### config.mk
export PLATFORM = sky130hd
export DESIGN_NAME = welford_three_axis_baseline_rms_unit_flat
export DESIGN_NICKNAME = d
export VERILOG_FILES = /design/src/hdl/wbr_pkg.sv /design/src/hdl/wbr_in_if.sv /design/src/hdl/wbr_out_if.sv /design/src/hdl/welford_three_axis_baseline_rms_unit.sv /design/src/hdl/wbr_alu.sv /design/src/flat_wrapper.sv
export VERILOG_INCLUDE_DIRS = /design/src /design/src/hdl
export SDC_FILE = /design/constraint.sdc
export NUM_CORES = 2
export LEC_CHECK = 0
export ABC_AREA = 1
export BUFFER_PORTS_ARGS = -buffer_cell sky130_fd_sc_hd__buf_2
export CAP_MARGIN = 20
export CORE_MARGIN = 8
export CORE_UTILIZATION = 45
export CTS_CLUSTER_SIZE = 30
export DETAILED_ROUTE_END_ITERATION = 16
export HOLD_SLACK_MARGIN = 0.02
export PLACE_DENSITY = 0.6
export RECOVER_POWER = 100
export SYNTH_ARGS = -nofsm -noshare
export SYNTH_HDL_FRONTEND = slang
export SYNTH_SLANG_ARGS = --single-unit
### constraint.sdc
create_clock -name i_clk -period 15 [get_ports i_clk]
set_input_delay 3.75 -clock i_clk [delete_from_list [all_inputs] [get_ports i_clk]]
set_output_delay 3.75 -clock i_clk [all_outputs]
set_load 0.005 [all_outputs]
### src/hdl/welford_three_axis_baseline_rms_unit_assert.svh
// Assertion macros for the baseline rms unit.
`ifndef WELFORD_THREE_AXIS_BASELINE_RMS_UNIT_ASSERT_SVH
`define WELFORD_THREE_AXIS_BASELINE_RMS_UNIT_ASSERT_SVH
`ifndef SYNTHESIS
`define WBR_ASSERT(lbl, prop) \
    lbl: assert property (@(posedge i_clk) disable iff (!i_rst_n) prop) \
        else $error("wbr assertion failed");
`define WBR_ASSERT_RST(lbl, prop) \
    lbl: assert property (@(posedge i_clk) prop) \
        else $error("wbr reset assertion failed");
`else
`define WBR_ASSERT(lbl, prop)
`define WBR_ASSERT_RST(lbl, prop)
`endif
`endif

### src/hdl/wbr_pkg.sv
// Types and constants shared by the baseline rms unit.
package wbr_pkg;
    localparam int CFG_IDX_BITS = 3;
    localparam int REG_BITS     = 24;
    localparam int FEAT_BITS    = 24;
    localparam int NORM_BITS    = 25;
    localparam int WCNT_BITS    = 16;

    localparam logic [CFG_IDX_BITS-1:0] CFG_BASE_X = 3'd0;
    localparam logic [CFG_IDX_BITS-1:0] CFG_BASE_Y = 3'd1;
    localparam logic [CFG_IDX_BITS-1:0] CFG_BASE_Z = 3'd2;
    localparam logic [CFG_IDX_BITS-1:0] CFG_OFF_X  = 3'd3;
    localparam logic [CFG_IDX_BITS-1:0] CFG_OFF_Y  = 3'd4;
    localparam logic [CFG_IDX_BITS-1:0] CFG_OFF_Z  = 3'd5;

    typedef enum logic [1:0] {
        ALU_DIV,
        ALU_MUL,
        ALU_SQRT
    } t_alu_op;

    typedef struct packed {
        logic        start;
        t_alu_op     op;
        logic [63:0] a;
        logic [63:0] b;
    } t_alu_req;

    typedef struct packed {
        logic        busy;
        logic        done;
        logic [63:0] res;
    } t_alu_stat;

    typedef enum logic [4:0] {
        ST_IDLE,
        ST_MDIV,
        ST_MDIV_W,
        ST_MMUL,
        ST_MMUL_W,
        ST_VDIV,
        ST_VDIV_W,
        ST_DMUL,
        ST_DMUL_W,
        ST_RSQ,
        ST_RSQ_W,
        ST_NMUL,
        ST_NMUL_W,
        ST_NSQ,
        ST_NSQ_W,
        ST_EMIT
    } t_state;
endpackage

### src/hdl/wbr_in_if.sv
// Sample channel: valid/ready with three axis samples and a window-end flag.
interface wbr_in_if #(
    parameter int SAMPLE_BITS = 16
);
    logic                          valid;
    logic                          ready;
    logic signed [SAMPLE_BITS-1:0] sample_x;
    logic signed [SAMPLE_BITS-1:0] sample_y;
    logic signed [SAMPLE_BITS-1:0] sample_z;
    logic                          window_end;

    modport source (output valid, sample_x, sample_y, sample_z, window_end, input ready);
    modport sink (input valid, sample_x, sample_y, sample_z, window_end, output ready);
endinterface

### src/hdl/wbr_out_if.sv
// Feature channel: valid/ready with per-axis features, norm and window count.
interface wbr_out_if;
    logic        valid;
    logic        ready;
    logic [23:0] feature_x;
    logic [23:0] feature_y;
    logic [23:0] feature_z;
    logic [24:0] feature_norm;
    logic [15:0] window_samples;

    modport source (output valid, feature_x, feature_y, feature_z, feature_norm,
                    window_samples, input ready);
    modport sink (input valid, feature_x, feature_y, feature_z, feature_norm,
                  window_samples, output ready);
endinterface

### src/hdl/welford_three_axis_baseline_rms_unit.sv
// Top level: Welford statistics per axis and windowed baseline rms features.
// Per sample, each axis needs a 64-step divide for the mean update and a
// shift-add multiply of up to 33 steps for the spread update, all on one
// shared iterative unit. A window-end sample adds per axis a 64-step
// divide (only from two samples on), a multiply and a 32-step square root,
// then three multiplies of up to 24 steps and one square root for the norm.
// The unit takes no new sample until the previous one is fully processed;
// a finished result waits in the output register while sampling continues.
module welford_three_axis_baseline_rms_unit #(
    parameter int SAMPLE_BITS = 16,
    parameter int COUNT_BITS  = 16
) (
    input  logic                               i_clk,
    input  logic                               i_rst_n,
    wbr_in_if.sink                             i_smp,
    wbr_out_if.source                          o_feat,
    input  logic                               i_cfg_we,
    input  logic [wbr_pkg::CFG_IDX_BITS-1:0]   i_cfg_idx,
    input  logic [wbr_pkg::REG_BITS-1:0]       i_cfg_data
);
    import wbr_pkg::*;

    t_state                 r_state, n_state;
    logic [1:0]             r_axis, n_axis;
    logic [COUNT_BITS-1:0]  r_cnt, n_cnt;
    logic signed [31:0]     r_mean [3];
    logic signed [31:0]     n_mean [3];
    logic [63:0]            r_m2 [3];
    logic [63:0]            n_m2 [3];
    logic signed [15:0]     r_smp [3];
    logic signed [15:0]     n_smp [3];
    logic                   r_wend, n_wend;
    logic [32:0]            r_dxm, n_dxm;
    logic                   r_dxneg, n_dxneg;
    logic [63:0]            r_var, n_var;
    logic [FEAT_BITS-1:0]   r_feat [3];
    logic [FEAT_BITS-1:0]   n_feat [3];
    logic [63:0]            r_nsum, n_nsum;
    logic [NORM_BITS-1:0]   r_norm, n_norm;
    logic signed [REG_BITS-1:0] r_base [3];
    logic [REG_BITS-1:0]    r_off [3];
    logic                   r_ovalid, n_ovalid;
    logic [FEAT_BITS-1:0]   r_ofx, r_ofy, r_ofz, n_ofx, n_ofy, n_ofz;
    logic [NORM_BITS-1:0]   r_onorm, n_onorm;
    logic [WCNT_BITS-1:0]   r_ocnt, n_ocnt;

    t_alu_req               w_req;
    t_alu_stat              w_alu;

    logic signed [SAMPLE_BITS-1:0] w_raw [3];
    logic signed [31:0]     w_ext [3];
    logic signed [15:0]     w_sat [3];
    logic signed [31:0]     w_xq;
    logic signed [32:0]     w_dx;
    logic [32:0]            w_dxmag;
    logic signed [33:0]     w_qs;
    logic signed [32:0]     w_dm;
    logic [32:0]            w_dmmag;
    logic signed [31:0]     w_base32;
    logic [64:0]            w_sum;
    logic [31:0]            w_rms;
    logic [32:0]            w_rdiff;
    logic                   w_in_acc;
    logic                   w_out_free;
    logic [31:0]            w_cnt32;
    logic [FEAT_BITS-1:0]   w_fsel;

    wbr_alu u_alu (
        .i_clk   (i_clk),
        .i_rst_n (i_rst_n),
        .i_req   (w_req),
        .o_stat  (w_alu)
    );

    assign w_raw[0] = i_smp.sample_x;
    assign w_raw[1] = i_smp.sample_y;
    assign w_raw[2] = i_smp.sample_z;

    always_comb begin
        for (int k = 0; k < 3; k++) begin
            w_ext[k] = 32'(w_raw[k]);
            if (w_ext[k] > 32'sd32767) begin
                w_sat[k] = 16'sh7fff;
            end else if (w_ext[k] < -32'sd32768) begin
                w_sat[k] = -16'sh8000;
            end else begin
                w_sat[k] = w_ext[k][15:0];
            end
        end
    end

    assign w_in_acc   = i_smp.valid && i_smp.ready;
    assign w_out_free = !r_ovalid || o_feat.ready;
    assign w_xq       = {r_smp[r_axis], 16'h0000};
    assign w_dx       = 33'(w_xq) - 33'(r_mean[r_axis]);
    assign w_dxmag    = w_dx[32] ? 33'(-w_dx) : 33'(w_dx);
    assign w_qs       = r_dxneg ? -$signed({1'b0, w_alu.res[32:0]})
                                : $signed({1'b0, w_alu.res[32:0]});
    assign w_base32   = {r_base[r_axis], 8'h00};
    assign w_dm       = 33'(r_mean[r_axis]) - 33'(w_base32);
    assign w_dmmag    = w_dm[32] ? 33'(-w_dm) : 33'(w_dm);
    assign w_rms      = w_alu.res[31:0];
    assign w_rdiff    = {1'b0, w_rms} - {9'b0, r_off[r_axis]};
    assign w_cnt32    = 32'(r_cnt);
    assign w_fsel     = r_feat[r_axis];

    // next state
    always_comb begin
        n_state = r_state;
        case (r_state)
            ST_IDLE:   if (w_in_acc) n_state = ST_MDIV;
            ST_MDIV:   n_state = ST_MDIV_W;
            ST_MDIV_W: if (w_alu.done) n_state = ST_MMUL;
            ST_MMUL:   n_state = ST_MMUL_W;
            ST_MMUL_W: begin
                if (w_alu.done) begin
                    if (r_axis != 2'd2) n_state = ST_MDIV;
                    else if (r_wend)    n_state = ST_VDIV;
                    else                n_state = ST_IDLE;
                end
            end
            ST_VDIV:   n_state = (r_cnt >= COUNT_BITS'(2)) ? ST_VDIV_W : ST_DMUL;
            ST_VDIV_W: if (w_alu.done) n_state = ST_DMUL;
            ST_DMUL:   n_state = ST_DMUL_W;
            ST_DMUL_W: if (w_alu.done) n_state = ST_RSQ;
            ST_RSQ:    n_state = ST_RSQ_W;
            ST_RSQ_W: begin
                if (w_alu.done) n_state = (r_axis == 2'd2) ? ST_NMUL : ST_VDIV;
            end
            ST_NMUL:   n_state = ST_NMUL_W;
            ST_NMUL_W: begin
                if (w_alu.done) n_state = (r_axis == 2'd2) ? ST_NSQ : ST_NMUL;
            end
            ST_NSQ:    n_state = ST_NSQ_W;
            ST_NSQ_W:  if (w_alu.done) n_state = ST_EMIT;
            ST_EMIT:   if (w_out_free) n_state = ST_IDLE;
            default:   n_state = ST_IDLE;
        endcase
    end

    // unit requests and handshake
    always_comb begin
        w_req.start = 1'b0;
        w_req.op    = ALU_MUL;
        w_req.a     = '0;
        w_req.b     = '0;
        i_smp.ready = 1'b0;
        case (r_state)
            ST_IDLE: i_smp.ready = 1'b1;
            ST_MDIV: begin
                w_req.start = 1'b1;
                w_req.op    = ALU_DIV;
                w_req.a     = 64'(w_dxmag);
                w_req.b     = 64'(r_cnt);
            end
            ST_MMUL: begin
                w_req.start = 1'b1;
                w_req.a     = 64'(r_dxm);
                w_req.b     = 64'(w_dxmag);
            end
            ST_VDIV: begin
                w_req.start = (r_cnt >= COUNT_BITS'(2));
                w_req.op    = ALU_DIV;
                w_req.a     = r_m2[r_axis];
                w_req.b     = 64'(r_cnt - COUNT_BITS'(1));
            end
            ST_DMUL: begin
                w_req.start = 1'b1;
                w_req.a     = 64'(w_dmmag);
                w_req.b     = 64'(w_dmmag);
            end
            ST_RSQ: begin
                w_req.start = 1'b1;
                w_req.op    = ALU_SQRT;
                w_req.a     = r_var;
            end
            ST_NMUL: begin
                w_req.start = 1'b1;
                w_req.a     = 64'(w_fsel);
                w_req.b     = 64'(w_fsel);
            end
            ST_NSQ: begin
                w_req.start = 1'b1;
                w_req.op    = ALU_SQRT;
                w_req.a     = r_nsum;
            end
            default: begin
                w_req.start = 1'b0;
            end
        endcase
    end

    // datapath
    always_comb begin
        n_axis   = r_axis;
        n_cnt    = r_cnt;
        n_mean   = r_mean;
        n_m2     = r_m2;
        n_smp    = r_smp;
        n_wend   = r_wend;
        n_dxm    = r_dxm;
        n_dxneg  = r_dxneg;
        n_var    = r_var;
        n_feat   = r_feat;
        n_nsum   = r_nsum;
        n_norm   = r_norm;
        n_ovalid = r_ovalid && !o_feat.ready;
        n_ofx    = r_ofx;
        n_ofy    = r_ofy;
        n_ofz    = r_ofz;
        n_onorm  = r_onorm;
        n_ocnt   = r_ocnt;
        w_sum    = '0;
        case (r_state)
            ST_IDLE: begin
                if (w_in_acc) begin
                    n_smp  = w_sat;
                    n_wend = i_smp.window_end;
                    n_axis = 2'd0;
                    if (r_cnt != '1) n_cnt = r_cnt + COUNT_BITS'(1);
                end
            end
            ST_MDIV: begin
                n_dxm   = w_dxmag;
                n_dxneg = w_dx[32];
            end
            ST_MDIV_W: begin
                if (w_alu.done) begin
                    n_mean[r_axis] = 32'(34'(r_mean[r_axis]) + w_qs);
                end
            end
            ST_MMUL_W: begin
                if (w_alu.done) begin
                    w_sum = {1'b0, r_m2[r_axis]} + {17'b0, w_alu.res[63:16]};
                    n_m2[r_axis] = w_sum[64] ? '1 : w_sum[63:0];
                    n_axis = (r_axis == 2'd2) ? 2'd0 : r_axis + 2'd1;
                end
            end
            ST_VDIV: begin
                if (r_cnt < COUNT_BITS'(2)) n_var = '0;
            end
            ST_VDIV_W: begin
                if (w_alu.done) n_var = w_alu.res;
            end
            ST_DMUL_W: begin
                if (w_alu.done) begin
                    w_sum = {1'b0, r_var} + {17'b0, w_alu.res[63:16]};
                    n_var = w_sum[64] ? '1 : w_sum[63:0];
                end
            end
            ST_RSQ_W: begin
                if (w_alu.done) begin
                    if (w_rms <= 32'(r_off[r_axis])) begin
                        n_feat[r_axis] = '0;
                    end else if (w_rdiff > 33'h0_00FF_FFFF) begin
                        n_feat[r_axis] = '1;
                    end else begin
                        n_feat[r_axis] = w_rdiff[FEAT_BITS-1:0];
                    end
                    n_axis = (r_axis == 2'd2) ? 2'd0 : r_axis + 2'd1;
                    n_nsum = '0;
                end
            end
            ST_NMUL_W: begin
                if (w_alu.done) begin
                    n_nsum = r_nsum + w_alu.res;
                    n_axis = (r_axis == 2'd2) ? 2'd0 : r_axis + 2'd1;
                end
            end
            ST_NSQ_W: begin
                if (w_alu.done) n_norm = w_alu.res[NORM_BITS-1:0];
            end
            ST_EMIT: begin
                if (w_out_free) begin
                    n_ovalid = 1'b1;
                    n_ofx    = r_feat[0];
                    n_ofy    = r_feat[1];
                    n_ofz    = r_feat[2];
                    n_onorm  = r_norm;
                    n_ocnt   = (w_cnt32 > 32'd65535) ? '1 : w_cnt32[WCNT_BITS-1:0];
                    n_cnt    = '0;
                    for (int k = 0; k < 3; k++) begin
                        n_mean[k] = '0;
                        n_m2[k]   = '0;
                    end
                end
            end
            default: begin
                n_axis = r_axis;
            end
        endcase
    end

    always_ff @(posedge i_clk) begin
        if (!i_rst_n) begin
            r_state  <= ST_IDLE;
            r_axis   <= '0;
            r_cnt    <= '0;
            r_ovalid <= 1'b0;
            for (int k = 0; k < 3; k++) begin
                r_mean[k] <= '0;
                r_m2[k]   <= '0;
                r_base[k] <= '0;
                r_off[k]  <= '0;
            end
        end else begin
            r_state  <= n_state;
            r_axis   <= n_axis;
            r_cnt    <= n_cnt;
            r_ovalid <= n_ovalid;
            r_mean   <= n_mean;
            r_m2     <= n_m2;
            if (i_cfg_we) begin
                case (i_cfg_idx)
                    CFG_BASE_X: r_base[0] <= i_cfg_data;
                    CFG_BASE_Y: r_base[1] <= i_cfg_data;
                    CFG_BASE_Z: r_base[2] <= i_cfg_data;
                    CFG_OFF_X:  r_off[0]  <= i_cfg_data;
                    CFG_OFF_Y:  r_off[1]  <= i_cfg_data;
                    CFG_OFF_Z:  r_off[2]  <= i_cfg_data;
                    default:    r_off[0]  <= r_off[0];
                endcase
            end
        end
        r_smp   <= n_smp;
        r_wend  <= n_wend;
        r_dxm   <= n_dxm;
        r_dxneg <= n_dxneg;
        r_var   <= n_var;
        r_feat  <= n_feat;
        r_nsum  <= n_nsum;
        r_norm  <= n_norm;
        r_ofx   <= n_ofx;
        r_ofy   <= n_ofy;
        r_ofz   <= n_ofz;
        r_onorm <= n_onorm;
        r_ocnt  <= n_ocnt;
    end

    assign o_feat.valid          = r_ovalid;
    assign o_feat.feature_x      = r_ofx;
    assign o_feat.feature_y      = r_ofy;
    assign o_feat.feature_z      = r_ofz;
    assign o_feat.feature_norm   = r_onorm;
    assign o_feat.window_samples = r_ocnt;

`include "welford_three_axis_baseline_rms_unit_assert.svh"

    `WBR_ASSERT(a_busy_after_beat, w_in_acc |=> !i_smp.ready)
    `WBR_ASSERT(a_no_restart, (w_req.start && w_alu.busy) |-> 1'b0)
    `WBR_ASSERT(a_count_live, (r_state != ST_IDLE && r_state != ST_EMIT) |-> (r_cnt != '0))
    `WBR_ASSERT_RST(a_rst_out, !i_rst_n |=> !o_feat.valid)
endmodule

### src/hdl/wbr_alu.sv
// Shared iterative unit: restoring divide, shift-add multiply, integer sqrt.
module wbr_alu (
    input  logic              i_clk,
    input  logic              i_rst_n,
    input  wbr_pkg::t_alu_req i_req,
    output wbr_pkg::t_alu_stat o_stat
);
    import wbr_pkg::*;

    localparam int CNT_BITS = 7;

    logic                r_busy, n_busy;
    logic                r_done, n_done;
    t_alu_op             r_op, n_op;
    logic [CNT_BITS-1:0] r_cnt, n_cnt;
    logic [63:0]         r_acc, n_acc;
    logic [63:0]         r_x, n_x;
    logic [63:0]         r_y, n_y;
    logic [64:0]         w_rem;
    logic [63:0]         w_t;

    always_comb begin
        n_busy = r_busy;
        n_done = 1'b0;
        n_op   = r_op;
        n_cnt  = r_cnt;
        n_acc  = r_acc;
        n_x    = r_x;
        n_y    = r_y;
        w_rem  = {r_acc, r_x[63]};
        w_t    = r_x + r_y;
        if (i_req.start && !r_busy) begin
            n_busy = 1'b1;
            n_op   = i_req.op;
            n_cnt  = CNT_BITS'(64);
            case (i_req.op)
                ALU_DIV: begin
                    n_acc = '0;
                    n_x   = i_req.a;
                    n_y   = i_req.b;
                end
                ALU_MUL: begin
                    n_acc = '0;
                    n_x   = i_req.a;
                    n_y   = i_req.b;
                end
                ALU_SQRT: begin
                    n_acc = i_req.a;
                    n_x   = '0;
                    n_y   = 64'h4000_0000_0000_0000;
                end
                default: begin
                    n_busy = 1'b0;
                end
            endcase
        end else if (r_busy) begin
            case (r_op)
                ALU_DIV: begin
                    if (w_rem >= {1'b0, r_y}) begin
                        n_acc = 64'(w_rem - {1'b0, r_y});
                        n_x   = {r_x[62:0], 1'b1};
                    end else begin
                        n_acc = w_rem[63:0];
                        n_x   = {r_x[62:0], 1'b0};
                    end
                    n_cnt = r_cnt - CNT_BITS'(1);
                    if (r_cnt == CNT_BITS'(1)) begin
                        n_busy = 1'b0;
                        n_done = 1'b1;
                    end
                end
                ALU_MUL: begin
                    if (r_y == '0) begin
                        n_busy = 1'b0;
                        n_done = 1'b1;
                    end else begin
                        if (r_y[0]) begin
                            n_acc = r_acc + r_x;
                        end
                        n_x = {r_x[62:0], 1'b0};
                        n_y = {1'b0, r_y[63:1]};
                    end
                end
                ALU_SQRT: begin
                    if (r_acc >= w_t) begin
                        n_acc = r_acc - w_t;
                        n_x   = {1'b0, r_x[63:1]} + r_y;
                    end else begin
                        n_x = {1'b0, r_x[63:1]};
                    end
                    n_y = {2'b00, r_y[63:2]};
                    if (r_y == 64'd1) begin
                        n_busy = 1'b0;
                        n_done = 1'b1;
                    end
                end
                default: begin
                    n_busy = 1'b0;
                end
            endcase
        end
    end

    always_ff @(posedge i_clk) begin
        if (!i_rst_n) begin
            r_busy <= 1'b0;
            r_done <= 1'b0;
            r_op   <= ALU_DIV;
            r_cnt  <= '0;
        end else begin
            r_busy <= n_busy;
            r_done <= n_done;
            r_op   <= n_op;
            r_cnt  <= n_cnt;
        end
        r_acc <= n_acc;
        r_x   <= n_x;
        r_y   <= n_y;
    end

    assign o_stat.busy = r_busy;
    assign o_stat.done = r_done;
    assign o_stat.res  = (r_op == ALU_MUL) ? r_acc : r_x;
endmodule

### src/flat_wrapper.sv
// flat-port wrapper written by rule: the top's interface ports become plain ports
module welford_three_axis_baseline_rms_unit_flat import wbr_pkg::*;
#(
    parameter int SAMPLE_BITS = 16,
    parameter int COUNT_BITS  = 16
)
  (i_clk, i_rst_n, i_cfg_we, i_cfg_idx, i_cfg_data, i_smp_valid, i_smp_sample_x, i_smp_sample_y, i_smp_sample_z, i_smp_window_end, i_smp_ready, o_feat_valid, o_feat_feature_x, o_feat_feature_y, o_feat_feature_z, o_feat_feature_norm, o_feat_window_samples, o_feat_ready);
  wbr_in_if #(.SAMPLE_BITS(SAMPLE_BITS)) i_smp_i ();
  wbr_out_if o_feat_i ();
  input  logic i_clk;
  input  logic i_rst_n;
  input  logic i_cfg_we;
  input  logic [wbr_pkg::CFG_IDX_BITS-1:0] i_cfg_idx;
  input  logic [wbr_pkg::REG_BITS-1:0] i_cfg_data;
  input wire logic [$bits(i_smp_i.valid)-1:0] i_smp_valid;
  input wire logic [$bits(i_smp_i.sample_x)-1:0] i_smp_sample_x;
  input wire logic [$bits(i_smp_i.sample_y)-1:0] i_smp_sample_y;
  input wire logic [$bits(i_smp_i.sample_z)-1:0] i_smp_sample_z;
  input wire logic [$bits(i_smp_i.window_end)-1:0] i_smp_window_end;
  output wire logic [$bits(i_smp_i.ready)-1:0] i_smp_ready;
  output wire logic [$bits(o_feat_i.valid)-1:0] o_feat_valid;
  output wire logic [$bits(o_feat_i.feature_x)-1:0] o_feat_feature_x;
  output wire logic [$bits(o_feat_i.feature_y)-1:0] o_feat_feature_y;
  output wire logic [$bits(o_feat_i.feature_z)-1:0] o_feat_feature_z;
  output wire logic [$bits(o_feat_i.feature_norm)-1:0] o_feat_feature_norm;
  output wire logic [$bits(o_feat_i.window_samples)-1:0] o_feat_window_samples;
  input wire logic [$bits(o_feat_i.ready)-1:0] o_feat_ready;
  assign i_smp_i.valid = i_smp_valid;
  assign i_smp_i.sample_x = i_smp_sample_x;
  assign i_smp_i.sample_y = i_smp_sample_y;
  assign i_smp_i.sample_z = i_smp_sample_z;
  assign i_smp_i.window_end = i_smp_window_end;
  assign i_smp_ready = i_smp_i.ready;
  assign o_feat_valid = o_feat_i.valid;
  assign o_feat_feature_x = o_feat_i.feature_x;
  assign o_feat_feature_y = o_feat_i.feature_y;
  assign o_feat_feature_z = o_feat_i.feature_z;
  assign o_feat_feature_norm = o_feat_i.feature_norm;
  assign o_feat_window_samples = o_feat_i.window_samples;
  assign o_feat_i.ready = o_feat_ready;
  welford_three_axis_baseline_rms_unit #(.SAMPLE_BITS(SAMPLE_BITS), .COUNT_BITS(COUNT_BITS)) u_core (.i_clk(i_clk), .i_rst_n(i_rst_n), .i_smp(i_smp_i), .o_feat(o_feat_i), .i_cfg_we(i_cfg_we), .i_cfg_idx(i_cfg_idx), .i_cfg_data(i_cfg_data));
endmodule
# After elaboration in Yosys (flattened, before gate mapping)
# Memories as Yosys holds them, arrays and structs flattened. A register that Yosys moved wholly into a read port is not among the register bits.
# Cells that the tools add are included.
[classes] n_addsub=19 n_lt_le_gt_ge=15 eq_ne=46 mux=149 n_bitwise=13 reduce_logical=49
[ops] cell="64-bit 2-to-1 mux" n=24
[ops] cell="64-bit case mux with 2 select lines" n=5
[ops] cell="64-bit case mux with 3 select lines" n=3
[ops] cell="64-bit case mux with 7 select lines" n=1
[ops] cell="192-bit 2-to-1 mux" n=2
[ops] cell="192-bit case mux with 2 select lines" n=1
[ops] cell="64-bit case mux with 5 select lines" n=1
[ops] cell="24-bit 2-to-1 mux" n=10
[ops] cell="64-bit adder" n=3
[ops] cell="192-bit bitwise mux" n=1
[ops] cell="96-bit 2-to-1 mux" n=2
[ops] cell="96-bit case mux with 2 select lines" n=1
[ops] cell="72-bit 2-to-1 mux" n=2
[ops] cell="64-bit by 48-bit adder with 65-bit output" n=2
[ops] cell="64-bit binary-select mux with 2-bit select" n=1
[ops] cell="64-bit demux with 2-bit select" n=1
[ops] cell="16-bit 2-to-1 mux" n=8
[ops] cell="32-bit 2-to-1 mux" n=4
[ops] cell="64-bit subtractor" n=2
[ops] cell="96-bit bitwise mux" n=1
[ops] cell="5-bit case mux with 16 select lines" n=1
[ops] cell="72-bit AND" n=1
[ops] cell="72-bit bitwise mux" n=1
[ops] cell="72-bit NOT" n=1
[ops] cell="other kinds (75)" n=212
[word_totals] ff_bits=936 ramBits=144 input_bits=81 out_inout_bits=115 elab_cells=328 n_memories=2
[mem_list] memory="u_core.r_base" depth=3 width=24 rd=1 rd_ports_with_merged_regs=1 wr=3 line_no="welford_three_axis_baseline_rms_unit.sv:40" text="logic signed [REG_BITS-1:0] r_base [3];"
[mem_list] memory="u_core.r_off" depth=3 width=24 rd=1 rd_ports_with_merged_regs=1 wr=3 line_no="welford_three_axis_baseline_rms_unit.sv:41" text="logic [REG_BITS-1:0] r_off [3];"

# Logic depth before layout (Yosys ltp)
[logic_depth] depth_word=10 ltp_mapped=35 depth_no_buf=32

# Cells and area by module
# A second synthesis with hierarchy kept.
[unflattened] cells_unflattened=15718 hier_area_um2=98497.0
[by_module_without_submodules] module="welford_three_axis_baseline_rms_unit" instances=1 cells_each=8004 area_each_um2=57806.7 seq_area_each_um2=23232.3
[by_module_without_submodules] module="wbr_alu" instances=1 cells_each=7714 area_each_um2=40690.3 seq_area_each_um2=5985.7

# Least setup slack after synthesis
# No wires, ideal clock.
[synth_path] path_kind="reg-to-reg" startpoint="reg u_core.u_alu.r_op[1]" endpoint="reg u_core.u_alu.r_acc[0], enable pin" setup_ns=0.583 arrival_time_ns=9.989 required_ns=14.417 slack_ns=4.428 path_stages_with_launch=13 n_path_buf=7 period_less_slack_ns=10.572 cell_sequence="dfxtp_1 -> inv_1 -> ha_1 -> buf_2 -> buf_2 -> buf_2 -> buf_2 -> buf_2 -> buf_2 -> clkbuf_1 -> nor3_1 -> a21oi_1 -> a21boi_0"
[synth_between] elab_chain_cells=3 word_cells_on_any_way=8 classes_between="5 x eq/ne; 3 x reduce/logical"
[synth_lines] item="from (decl)" line_no="wbr_alu.sv:14" text="t_alu_op r_op, n_op;"
[synth_lines] item="from (signal assigned)" line_no="wbr_alu.sv:113" text="r_op <= n_op;"
[synth_lines] item="2-bit == test (tied with other cells)" line_no="wbr_alu.sv:57" text="case (r_op)"
[synth_lines] item="3-bit != test (no source line) or 4-bit nonzero test (tied branches)"
[synth_lines] item="6-bit AND reduction (no source line) (*)"
[synth_lines] item="to (signal assigned)" line_no="wbr_alu.sv:116" text="r_acc <= n_acc;"
[synth_lines] item="to (decl)" line_no="wbr_alu.sv:16" text="logic [63:0] r_acc, n_acc;"
# Every way passes the cells marked *; elsewhere a longest branch is shown, timed or not.
# A chain may end at the register's enable or synchronous reset.

# Worst setup path after layout
[layout_path] startpoint="reg u_core.r_axis[1]" endpoint="reg u_core.u_alu.r_acc[12], data pin"
[layout_between] elab_chain_cells=10 word_cells_on_any_way=22 classes_between="4 x add/sub; 17 x mux; 1 x bitwise"
[layout_lines] item="from (decl)" line_no="welford_three_axis_baseline_rms_unit.sv:24" text="logic [1:0] r_axis, n_axis;"
[layout_lines] item="from (signal assigned)" line_no="welford_three_axis_baseline_rms_unit.sv:308" text="r_axis <= n_axis;"
[layout_lines] item="2-bit NOT with 3-bit output (implied by the code) (*)" line_no="welford_three_axis_baseline_rms_unit.sv:94, welford_three_axis_baseline_rms_unit.sv:95"
[layout_lines] item="32-bit binary-select mux with 2-bit select" line_no="welford_three_axis_baseline_rms_unit.sv:95" text="assign w_dx = 33'(w_xq) - 33'(r_mean[r_axis]);"
[layout_lines] item="32-bit 2-to-1 mux (implied by the code) (2 in a row)" line_no="welford_three_axis_baseline_rms_unit.sv:95"
[layout_lines] item="32-bit by 32-bit subtractor with 33-bit output (*)" line_no="welford_three_axis_baseline_rms_unit.sv:95"
[layout_lines] item="33-bit negator" line_no="welford_three_axis_baseline_rms_unit.sv:96" text="assign w_dxmag = w_dx[32] ? 33'(-w_dx) : 33'(w_dx);"
[layout_lines] item="33-bit 2-to-1 mux (*)" line_no="welford_three_axis_baseline_rms_unit.sv:96"
[layout_lines] item="net u_core.w_dxmag[12]" line_no="welford_three_axis_baseline_rms_unit.sv:55" text="logic [32:0] w_dxmag;"
[layout_lines] item="64-bit case mux with 7 select lines (*)" line_no="welford_three_axis_baseline_rms_unit.sv:148" text="case (r_state)"
[layout_lines] item="64-bit case mux with 2 select lines (*)" line_no="wbr_alu.sv:36" text="case (i_req.op)"
[layout_lines] item="64-bit 2-to-1 mux (*)" line_no="wbr_alu.sv:32" text="if (i_req.start && !r_busy) begin"
[layout_lines] item="net u_core.u_alu.n_acc[12]" line_no="wbr_alu.sv:16"
# Mark *: on every way through the listed nets, which the timed path passes. The rest lies on a longest branch. The select of a mux whose other input is x is not followed.

==> impl_metrics.ini <==
[cells_and_area]
drive_above_1_share_pct = 4.85
layout_common_cells = 3549 x nand2_1, 1417 x inv_1, 1378 x nor2_1, 1333 x a21oi_1, 1119 x o21ai_0
syn_to_final_growth_pct = 9.09
nets = 14100
final_common_cell = nand2_1

[routing]
postRouteAntennaNets = 0
drt-pass1-iter-count = 9
first_iter_violations = 13000
wl_per_cell_um = 27.3
via_count = 99100
finalWirelength_um = 441000
via_per_inst = 6.13
drcViolationCount = 0

[timing]
max_slew_margin_pct = -161
hold_slack_ps = 414
setup_violations = 0
drv_slew = 1209
finalCritPeriodShare_pct = 77.2
grt_setup_unrepaired = false
fmax_mhz = 86.3
worst_pin_slew_ps = 3910
fin_crit_ps = 11580
hold_violations = 0
fin_setup_tns_ps = 0
fin_worst_skew_ps = 78.2

[global_routing]
grtUsageTotal_pct = 38.7
grt_max_degree = 96
grt_pass1_wl_um = 626000
grt_pass1_vias = 92600
grt_antenna_before_repair = 30
grt-ovfl-total = 0

[floorplanning]
io_pins = 196
coreArea_sq_mm = 0.200
initial_core_util_pct = 45.3
die_y_um = 465
rows = 164
die-width_um = 465
design.die.area_sq_mm = 0.216

[clock_tree]
clockRootBuffer = clkbuf_16
cts_buffer_depth = 3
clk_pin_slew_ps = 70
cts_hold_buf = 0
cts_resized = 0
numCtsBuffers = 131
htreeDepth = 4
postCtsSetupBuffers = 0
worstSkewPairLatency_ps = 850
cts_tree = yes
clock_sinks = 1081

[logic_synthesis]
ys_async_sr_fraction_pct = 0
synth_edf_count = 757
synth_warnings = 0
syn_area_sq_mm = 0.0905
synth.distinct_cells = 74
yosysTopAreaCell = edfxtp_1
synth_top_area_share_pct = 25.1
synth_top_flop_cell = edfxtp_1
ys_seq_elements = 1081
synth_cells = 13300
syn_nets = 14000
syn_area_per_cell_sq_um = 6.79
seq_area_frac_synth_pct = 32.3
synth_area_leaders = edfxtp_1 25%, nand2_1 15%, ha_1 8.0%

[placed_design]
io_buffers = 195
dpl.hpwl_um = 351000
place_congestion = 1.07

[worst_hold_path]
min-delay-start = u_core.r_norm[13]
holdPathEnd = u_core.o_feat.feature_norm[13]
min_path_type = register to register
worstHoldPathCells = 0

[worst_setup_path]
r2r-end = u_core.u_alu.r_acc[12]
rr_worst_depth = 25
worstSetupPathType = register to register
cp.required_ps = 15660
cp.arrival_ps = 12250
crit_path_end_kind = register
crit_fanout = 56
r2r-start = u_core.r_axis[1]
start_kind = register
r2r_slack_ps = 3420

[outcome]
status = finished, violations left
failed_checks = capacitance limit, slew limit

[power_and_ir_drop]
vdd_ir_drop_max_mv = 0.150
power.density_mw_per_mm2 = 246
p_leak_nw = 42.1
finalPower_mw = 24.3

[run]
max_cap_viol_count = 36
final cells by class:
type | count | area (sq um)
inverters | 1439 | 5410
fillers | 20500 | 101000
flip-flops and latches | 1081 | 29200
multi-input cells | 10400 | 54200
clock buffers | 170 | 3660
repair buffers | 380 | 2080
clock inverters | 69 | 812
diodes | 16 | 40.0
well taps | 2656 | 3320
through the flow:
step                      cell area [sq um]  utilization, %  setup slack, ps  instances
after global routing                  98700            49.4             3190      16100
after detailed placement              94700            47.4             6820      15900
after global placement                94700            47.4             6830      15900
after floorplan                       90500               -             4430      13300
final                                 98800            49.4             3420      16200
after CTS                             99200            49.6             6720      16100
Yosys cell counts, types with 12 or more instances:
library cell	instances
nand2_1	3544
inv_1	1422
nor2_1	1396
a21oi_1	1334
o21ai_0	1118
edfxtp_1	757
nand3_1	748
ha_1	582
clkbuf_1	363
dfxtp_1	324
xor2_1	196
a31oi_1	173
xnor2_1	162
nor3_1	137
nand4_1	87
or2_2	77
a21o_1	76
o211ai_1	73
nor4_1	70
o21bai_1	64
o21a_1	63
a22o_1	50
buf_1	41
o21ai_1	41
buf_2	37
a21boi_0	33
a22oi_1	28
nand3b_1	27
and2_1	26
a221oi_1	25
nand3_2	23
a211oi_1	20
nor2_2	19
nand2_2	14
o221ai_1	14
and3_1	12
o22ai_1	12
critical path: stages, from the launching register on:
cell and delay (ps):
dfxtp_1 310, buf_4 330, inv_4 210, nand2_1 1390, clkinvlp_2 2680, clkbuf_1 1540
a22oi_1 460, and2_0 270, ha_1 320, inv_1 100, o21bai_1 140, a21oi_1 330
nor2_1 90, nor3_1 220, nand2_1 120, nand2_1 120, nand2_1 60, nand2_1 50
nand2_1 460, inv_4 550, nand2_1 120, xnor2_1 800, nand2_1 110, nand3_1 420
nand2_1 100, o21ai_0 80
layer usage:
layer | global-route usage, % | vias to the layer above | wire [um]
li1 | - | 45000 | -
met1 | 50.5 | 46800 | 172000
met2 | 59.6 | 6056 | 190000
met3 | 8.49 | 1204 | 48800
met4 | 21.4 | 22 | 29900
met5 | 0 | - | 154
sequential cells by signal, indices dropped and copies added (netlist names), 33 cells and up, named ones only:
name	count
u_core.r_mean	96
u_core.r_var	64
u_core.r_nsum	64
u_core.u_alu.r_y	64
u_core.r_m2	192
u_core.r_smp	48
u_core.r_base	72
u_core.u_alu.r_acc	64
u_core.r_feat	72
u_core.r_dxm	33
u_core.u_alu.r_x	64
u_core.r_off	72
power by group:
part           switching [mW]  leakage (nW)  internal [mW]
registers               0.580          9.65           3.78
logic                    12.1          30.3           4.54
clock network            1.47          2.14           1.87
logic make-up (layout without fill, tap and decap cells):
kind of cell / count (synthesis) / count (layout) / share of synthesized area, %
AO/OA/AOI/OAI: 3183 / 3183 / 19.5
XOR/XNOR: 364 / 364 / 3.57
adder cells (fa/ha/maj): 593 / 593 / 8.29
buffers and inverters: 1895 / 2058 / 8.01
flip-flops: 1081 / 1081 / 32.3
other: 0 / 16 / 0
AND/OR/NAND/NOR: 6213 / 6213 / 28.4
worst max-delay path by stage:
stage	start	endpoint	slack, ps	cells past startpoint
2_1_floorplan	u_core.u_alu.r_op[1]	u_core.u_alu.r_acc[0]	4430	12
3_3_place_gp	u_core.u_alu.r_y[0]	u_core.u_alu.r_acc[55]	6830	28
3_5_place_dp	u_core.u_alu.r_y[0]	u_core.u_alu.r_acc[55]	6820	28
4_1_cts	u_core.u_alu.r_y[0]	u_core.u_alu.r_acc[41]	6720	28
5_1_grt	u_core.r_axis[1]	u_core.u_alu.r_x[12]	3190	25
6_report	u_core.r_axis[1]	u_core.u_alu.r_acc[12]	3420	25
Power figures use the tool's default switching activity.
